## config.mk

```make
export PLATFORM = sky130hd
export DESIGN_NAME = fpvt_cfg
export DESIGN_NICKNAME = d
export VERILOG_FILES = /design/src/sv/fpvt_pkg.sv /design/src/sv/fpvt_cfg.sv
export SDC_FILE = /design/constraint.sdc
export NUM_CORES = 1
export LEC_CHECK = 0
export BUFFER_PORTS_ARGS = -buffer_cell sky130_fd_sc_hd__buf_4
export CAP_MARGIN = 40
export CELL_PAD_IN_SITES_DETAIL_PLACEMENT = 1
export CELL_PAD_IN_SITES_GLOBAL_PLACEMENT = 1
export CORE_MARGIN = 10
export CORE_UTILIZATION = 37
export CTS_CLUSTER_DIAMETER = 80
export CTS_CLUSTER_SIZE = 25
export DETAILED_ROUTE_END_ITERATION = 10
export GPL_ROUTABILITY_DRIVEN = 0
export PLACE_DENSITY = 0.77
export SKIP_CTS_REPAIR_TIMING = 1
export SLEW_MARGIN = 20
export SYNTH_ARGS = -nofsm -noshare
export SYNTH_HDL_FRONTEND = slang
export SYNTH_SLANG_ARGS = --single-unit
```

## constraint.sdc

```tcl
create_clock -name aclk -period 1.64 [get_ports aclk]
set_input_delay 0.328 -clock aclk [delete_from_list [all_inputs] [get_ports aclk]]
set_output_delay 0.328 -clock aclk [all_outputs]
set_load 0.01 [all_outputs]
```

## src/sv/fpvt_pkg.sv

```systemverilog
//------------------------------------------------------------------------------
// fpvt_pkg
// shared types and constants for the fixed-point 3x3 vector transform
//------------------------------------------------------------------------------
`default_nettype none

package fpvt_pkg;

    // field widths
    localparam int COEF_W  = 16;
    localparam int COMP_W  = 32;
    localparam int ROW_W   = 3 * COEF_W;
    localparam int PROD_W  = COEF_W + COMP_W;
    localparam int CFG_IDX_W  = 3;
    localparam int CFG_DATA_W = ROW_W;
    localparam int NUM_LANES  = 3;

    typedef logic signed [COEF_W-1:0] coef_t;
    typedef logic signed [COMP_W-1:0] comp_t;
    typedef logic signed [PROD_W-1:0] prod_t;

    // register indexes on the configuration port
    typedef enum logic [CFG_IDX_W-1:0] {
        REG_ROW_X = 3'd0,
        REG_ROW_Y = 3'd1,
        REG_ROW_Z = 3'd2,
        REG_OFF_X = 3'd3,
        REG_OFF_Y = 3'd4,
        REG_OFF_Z = 3'd5
    } cfg_reg_t;

    // coefficients indexed [row][lane], row = source component, lane = result
    typedef struct packed {
        logic [NUM_LANES-1:0][NUM_LANES-1:0][COEF_W-1:0] coef;
        logic [NUM_LANES-1:0][COMP_W-1:0]                offset;
    } fpvt_cfg_t;

endpackage

`default_nettype wire

```

## src/sv/fpvt_cfg.sv

```systemverilog
//------------------------------------------------------------------------------
// fpvt_cfg
// configuration register file: matrix rows and translation
//------------------------------------------------------------------------------
`default_nettype none

module fpvt_cfg #(
    parameter int FRAC_BITS = 12
) (
    input  wire                                  aclk,
    input  wire                                  aresetn,
    input  wire                                  cfg_valid,
    output logic                                 cfg_ready,
    input  wire  [fpvt_pkg::CFG_IDX_W-1:0]       cfg_index,
    input  wire  [fpvt_pkg::CFG_DATA_W-1:0]      cfg_data,
    output fpvt_pkg::fpvt_cfg_t                  cfg_o
);
    import fpvt_pkg::*;

    localparam logic [COEF_W-1:0] ONE = COEF_W'(1 << FRAC_BITS);

    logic [NUM_LANES-1:0][ROW_W-1:0]  row_reg;
    logic [NUM_LANES-1:0][COMP_W-1:0] off_reg;
    logic [NUM_LANES-1:0][ROW_W-1:0]  row_next;
    logic [NUM_LANES-1:0][COMP_W-1:0] off_next;

    // writes are always taken
    assign cfg_ready = 1'b1;

    // register write decode, unknown indexes are dropped
    always_comb begin
        row_next = row_reg;
        off_next = off_reg;
        if (cfg_valid) begin
            case (cfg_index)
                REG_ROW_X: row_next[0] = cfg_data;
                REG_ROW_Y: row_next[1] = cfg_data;
                REG_ROW_Z: row_next[2] = cfg_data;
                REG_OFF_X: off_next[0] = cfg_data[COMP_W-1:0];
                REG_OFF_Y: off_next[1] = cfg_data[COMP_W-1:0];
                REG_OFF_Z: off_next[2] = cfg_data[COMP_W-1:0];
                default: ;
            endcase
        end
    end

    // identity matrix and zero translation after reset
    always_ff @(posedge aclk) begin
        if (!aresetn) begin
            row_reg[0] <= {{(2*COEF_W){1'b0}}, ONE};
            row_reg[1] <= {{COEF_W{1'b0}}, ONE, {COEF_W{1'b0}}};
            row_reg[2] <= {ONE, {(2*COEF_W){1'b0}}};
            off_reg    <= '0;
        end else begin
            row_reg <= row_next;
            off_reg <= off_next;
        end
    end

    // unpack rows into per-coefficient view
    always_comb begin
        for (int i = 0; i < NUM_LANES; i++) begin
            for (int j = 0; j < NUM_LANES; j++) begin
                cfg_o.coef[i][j] = row_reg[i][j*COEF_W +: COEF_W];
            end
        end
        cfg_o.offset = off_reg;
    end

endmodule

`default_nettype wire

```

==> flow_metrics.tcl, run 1 <==
set metrics [dict create \
    hpwl_um 21700 \
    min_path_cells 3 \
    area_growth_pct 37.6 \
    root_buffer "clkbuf_16" \
    reg2reg_depth 2 \
    synth_area_per_cell_um2 10.3 \
    finalClockSkew_ps 0 \
    ys_ff_latch 240 \
    async_reset_ff_share_pct 0 \
    min_period_ps 1340 \
    use_met1_pct 21.6 \
    critPathBufInv 1 \
    total_power_mw 11.2 \
    synth_xor_area_share_pct 0 \
    met2_usage_pct 33.2 \
    path_delay_family "flip-flops" \
    fin_crit_sh_pct 81.7 \
    overflow 0 \
    dr.pass1.iters 4 \
    hold_class "in2reg" \
    finalHoldViolCount 0 \
    numPortBuffers 293 \
    grtUsageTotal_pct 18.6 \
    numCtsBuffers 14 \
    start_util_pct 37.3 \
    max_cap_viol_count 0 \
    p_leak_nw 6.12 \
    yosysSeqAreaShare_pct 55.3 \
    critPathMaxStageDelay_ps 380 \
    yosys.area_share.simple_pct 13.6 \
    drv_slew 0 \
    top_level_ports 295 \
    clock_sinks 240 \
    crit_type "reg2out" \
    synthTopCellsByCount "285 x nand2_1, 240 x dfxtp_1, 240 x mux2i_1" \
    ant_nets 0 \
    cts_tree "built" \
    synth_top_family_by_area "multiplexers" \
    outcome "finished, final reports clean" \
    synth_nets 894 \
    grt_max_degree 59 \
    drt_iter0_drc 344 \
    powerDensity_mw_per_mm2 937 \
    yosys_warnings 0 \
    busiest_layer "met2" \
    syn-instance-count 840 \
    n_fill_cell 2617 \
    critPathSlowestCell "dfxtp_1" \
    cp-startpoint "cfg_o[62]$_SDFFE_PN0P_" \
    endpoint_kind "primary output" \
    r2r-end "cfg_o[134]$_SDFFE_PN0P_" \
    synthDistinctLibCells 14 \
    routed_wl_um 29000 \
    grt_pass1_wl_um 45400 \
    synth_edf_count 0 \
    clockBufferDepth 3 \
    finalSetupViolations 0 \
    vias 6896 \
    avgViaCountPerCell 4.77 \
    rsz0062_at_grt "no" \
    ir_drop_mv 0.474 \
    clock_latency_ps 480 \
    drive_gt1_share_pct 31.2 \
    synth-compound-area-share_pct 0 \
    fmax_mhz 747 \
    synthMuxAreaShare_pct 27.7 \
    post_drt_wl_per_cell_um 20.1 \
    coreArea_mm2 0.0233 \
    synth_ff_type "dfxtp_1" \
    syn_area_mm2 0.00869 \
    yosysTopAreaCell "dfxtp_1" \
    met3_usage_pct 6.06 \
    cp_cell_sequence "buf_4" \
    diodes 0 \
    drcViolationCount 0 \
    crit_arrival_ps 1010 \
    hold_path.startpoint "cfg_data[44]" \
    fp.dieW_um 173 \
    placementRows 56 \
    synth_top_area_share_pct 55.3 \
    required_ps 1310 \
    yosys.cell_count.top_type "nand2_1" \
    die_h_um 173 \
    synthAdderAreaFrac_pct 0 \
    cp_max_fo 2 \
    reg2reg_from "cfg_o[134]$_SDFFE_PN0P_" \
    hold_end "cfg_o[236]$_SDFFE_PN1P_" \
    die-area_mm2 0.0300 \
    antenna_found_initial 0 \
    synth.area.top_cells "dfxtp_1 55%, mux2i_1 28%, nand2_1 12%, clkbuf_1 1.3%, buf_2 1.2%" \
    final_nets 1175 \
    grt_pass1_vias 7450 \
    clk_pin_slew_ps 100 \
    largest_reg_flops 240 \
    r2r_slack_ps 990 \
    tns_ps 0 \
    htree_levels 1 \
    startpoint_type "flop" \
]
## layout by cell type (no fill, tap or decap), drive strengths merged
master | netlist | layout
bufinv | 0 | 3
nor4b | 1 | 1
clkbuf | 31 | 17
nor2b | 6 | 6
nor4bb | 1 | 1
mux2i | 240 | 240
clkinv | 0 | 1
conb | 1 | 1
buf | 30 | 325
nand2 | 285 | 285
nand4b | 2 | 2
nand4bb | 3 | 3
dfxtp | 240 | 240
inv | 0 | 2
## layout make-up
type / count / area, µm² / area share (%)
well taps: 319 / 399 / 3.34
clock inverters: 6 / 118 / 0.984
flip-flops and latches: 240 / 4800 / 40.2
clock buffers: 16 / 379 / 3.17
repair buffers: 326 / 2590 / 21.7
multi-input cells: 539 / 3660 / 30.6
## tightest hold or removal path: stages
cell,delay (ps)
buf_4,90
nor2b_1,40
mux2i_1,100
## power breakdown
part / leakage (nW) / total (mW) / internal, mW / switching, mW
clock network: 0.244 / 4.19 / 2.18 / 2.01
logic: 3.93 / 0.983 / 0.446 / 0.537
registers: 1.94 / 6.03 / 5.95 / 0.0737
## cell families after synthesis
kind of cell           after synthesis
other                                1
multiplexers                       240
AND/OR/NAND/NOR                    298
flip-flops                         240
buffers and inverters               61
## worst max-delay path by stage
| stage | to | depth (start not counted) |
|---|---|---|
| 2_1_floorplan | cfg_o[112]$_SDFFE_PN0P_ | 5 |
| 3_3_place_gp | cfg_o[121]$_SDFFE_PN0P_ | 4 |
| 3_5_place_dp | cfg_o[136]$_SDFFE_PN0P_ | 4 |
| 4_1_cts | cfg_o[62] | 1 |
| 5_1_grt | cfg_o[1] | 1 |
| 6_report | cfg_o[62] | 1 |
## routing by layer
metal | up-vias | wire length (µm)
met1 | 3401 | 12200
met4 | 0 | 413
met2 | 171 | 14400
met5 | - | 0
met3 | 26 | 2040
li1 | 3298 | -
## stage by stage
step                      instances  instance area (µm²)  hold WS (ps)  worst slack [ps]  utilization [%]
after global routing           1446                12000          98.0               256             51.4
after floorplan                 840                 8690           479               217                -
after CTS                      1446                12000          95.5               273             51.4
final                          1446                12000           112               301             51.4
after detailed placement       1424                11500           450              77.9             49.3
after global placement         1424                11500           444               171             49.3
Power figures use the tool's default switching activity.
==> inputs of run 2 (changes only) <==
--- a/config.mk
+++ b/config.mk
@@ -5,17 +5,18 @@
 export SDC_FILE = /design/constraint.sdc
 export NUM_CORES = 1
 export LEC_CHECK = 0
+export ABC_AREA = 1
 export BUFFER_PORTS_ARGS = -buffer_cell sky130_fd_sc_hd__buf_4
 export CAP_MARGIN = 40
 export CELL_PAD_IN_SITES_DETAIL_PLACEMENT = 1
 export CELL_PAD_IN_SITES_GLOBAL_PLACEMENT = 1
 export CORE_MARGIN = 10
-export CORE_UTILIZATION = 37
+export CORE_UTILIZATION = 32
 export CTS_CLUSTER_DIAMETER = 80
 export CTS_CLUSTER_SIZE = 25
 export DETAILED_ROUTE_END_ITERATION = 10
 export GPL_ROUTABILITY_DRIVEN = 0
-export PLACE_DENSITY = 0.77
+export PLACE_DENSITY = 0.75
 export SKIP_CTS_REPAIR_TIMING = 1
 export SLEW_MARGIN = 20
 export SYNTH_ARGS = -nofsm -noshare
==> constraint.sdc (replaced) <==
create_clock -name aclk -period 1.08 [get_ports aclk]
set_input_delay 0.216 -clock aclk [delete_from_list [all_inputs] [get_ports aclk]]
set_output_delay 0.216 -clock aclk [all_outputs]
set_load 0.01 [all_outputs]
==> run 2 against run 1 <==
The run now ends with negative setup slack left. Global-route usage grew 1.0 points. Sequential share of layout area shrank 4.5 points. Combinational power grew to 2.9 times the previous value. Non-clock buffer count grew 35. Worst hold slack lost 34 ps. First-iteration DRC count grew 83%. Flip-flop and latch count is the same. Clock power grew 44%. Critical path type unchanged. Critical endpoint is now cfg_o[33].
==> flow_metrics.tcl, run 2 <==
set metrics [dict create \
    synth.area.top_cells "dfxtp_1 51%, nor2_1 19%, nand3_1 13%, nand2_1 10%, buf_2 2.7%" \
    start_util_pct 32.7 \
    yosysTopAreaCell "dfxtp_1" \
    clockBufferDepth 3 \
    numCtsBuffers 15 \
    crit_type "reg2out" \
    dr.pass1.iters 5 \
    synthTopCellsByCount "481 x nor2_1, 252 x nand2_1, 240 x dfxtp_1, 240 x nand3_1, 51 x buf_2" \
    syn_area_mm2 0.00946 \
    ant_nets 0 \
    clock_sinks 240 \
    critPathMaxStageDelay_ps 380 \
    timing.final.ws_setup_ps -131 \
    drv_slew 0 \
    numPortBuffers 293 \
    max_cap_viol_count 0 \
    critPathBufInv 1 \
    powerDensity_mw_per_mm2 1280 \
    finalInstanceArea_mm2 0.0143 \
    root_buffer "clkbuf_16" \
    placementRows 62 \
    dp.cells 2000 \
    cp_max_fo 2 \
    drt_iter0_drc 631 \
    die-area_mm2 0.0369 \
    vias 9969 \
    grt_pass1_vias 10039 \
    die_h_um 192 \
    hpwl_um 27300 \
    startpoint_type "flop" \
    area_growth_pct 51.4 \
    coreArea_mm2 0.0289 \
    avgViaCountPerCell 4.88 \
    routed_wl_um 39600 \
    finalSetupViolations 240 \
    post_drt_wl_per_cell_um 19.4 \
    final_nets 1703 \
    fin_cells 2042 \
    async_reset_ff_share_pct 0 \
    htree_levels 1 \
    place_area_mm2 0.0125 \
    syn-instance-count 1372 \
    grt_max_degree 87 \
    violations "negative setup slack" \
    synth_ff_type "dfxtp_1" \
    finalHoldViolCount 0 \
    synthDistinctLibCells 13 \
    hold_class "in2reg" \
    critPathSlowestCell "dfxtp_4" \
    outcome "finished, violations left" \
    yosys_warnings 0 \
    finalClockSkew_ps 0 \
    top_level_ports 295 \
    rsz0062_at_grt "yes" \
    synth_nets 1426 \
    cts_tree "built" \
    yosys.cell_count.top_type "nor2_1" \
    grt_pass1_wl_um 58200 \
    fp.dieW_um 192 \
    grtUsageTotal_pct 19.7 \
    path_delay_family "flip-flops" \
    post-route-util_pct 49.5 \
    ir_drop_mv 0.919 \
    yosysSeqAreaShare_pct 50.8 \
    overflow 0 \
    drive_gt1_share_pct 38.4 \
    cp_cell_sequence "buf_6" \
    crit_arrival_ps 990 \
    synth_edf_count 0 \
    min_period_ps 1210 \
    clock_latency_ps 490 \
    ys_ff_latch 240 \
    largest_reg_flops 240 \
    drcViolationCount 0 \
    synth_area_per_cell_um2 6.90 \
    clk_pin_slew_ps 110 \
    p_leak_nw 6.43 \
    endpoint_kind "primary output" \
    antenna_found_initial 1 \
    required_ps 860 \
    final_cell_mix "474 x nor2_1, 252 x nand2_1, 241 x buf_6, 240 x nand3_1, 236 x dfxtp_2" \
    fmax_mhz 826 \
    fin_crit_sh_pct 112 \
    final_common_cell "nor2_1" \
    synth_top_area_share_pct 50.8 \
]
## run 2: cell count changes after synthesis, sizes merged, moves of 6 or more
cell	change
mux2i	-240
buf	+45
nor2b	-6
nand2	-33
nand3	+240
inv	+54
nor2	+484
## run 2: through the flow
stage                     hold WS [ps]  setup TNS [ps]  power (mW)  setup WS, ps
after detailed placement           447          -29800        12.2          -189
after global placement             439          -24390        12.1          -143
final                             78.3          -19970        18.4          -131
after CTS                        -71.8          -32720        18.2          -204
after floorplan                    329               0        10.8          61.7
after global routing               100          -28200        19.2          -165
## run 2: final cells by class
| class | count | area [µm²] |
|---|---|---|
| Fill cell | 3503 | 14600 |
| Sequential cell | 240 | 5110 |
| Multi-Input combinational cell | 977 | 4040 |
| Timing Repair Buffer | 361 | 4020 |
| Tap cell | 384 | 480 |
| Clock buffer | 17 | 393 |
| Inverter | 54 | 203 |
| Clock inverter | 8 | 63.8 |
| Antenna cell | 1 | 2.50 |
## run 2: power breakdown
part	leakage, nW	internal [mW]	switching, mW
sequential	2.06	9.21	0.262
clock	0.225	2.73	3.31
combinational	4.15	1.30	1.56
total	6.43	13.2	5.14
## run 2: routing by layer
layer	routed length, µm	track usage (%)	share of wire, %
met1	16300	24.4	41
met2	19400	33.7	49
met3	2860	4.57	7.2
met4	1100	4.66	2.8
met5	0	0	0
## run 2: final timing paths
kind	startpoint	end	slack [ps]	cells past startpoint
worst min-delay path	cfg_data[37]	cfg_o[133]$_SDFFE_PN0P_	80	5
worst max register to register	cfg_o[46]$_SDFFE_PN0P_	cfg_o[46]$_SDFFE_PN0P_	310	3
worst max-delay path	cfg_o[33]$_SDFFE_PN0P_	cfg_o[33]	-130	1
worst min register to register	cfg_o[70]$_SDFFE_PN0P_	cfg_o[70]$_SDFFE_PN0P_	490	2
## run 2: cell families (layout without fill, tap and decap cells)
| group | Yosys count | after routing | synth area share, % |
|---|---|---|---|
| buffers and inverters | 155 | 440 | 7.22 |
| flip-flops | 240 | 240 | 50.8 |
| other | 1 | 2 | 0.0396 |
| AND/OR/NAND/NOR | 976 | 976 | 42.0 |
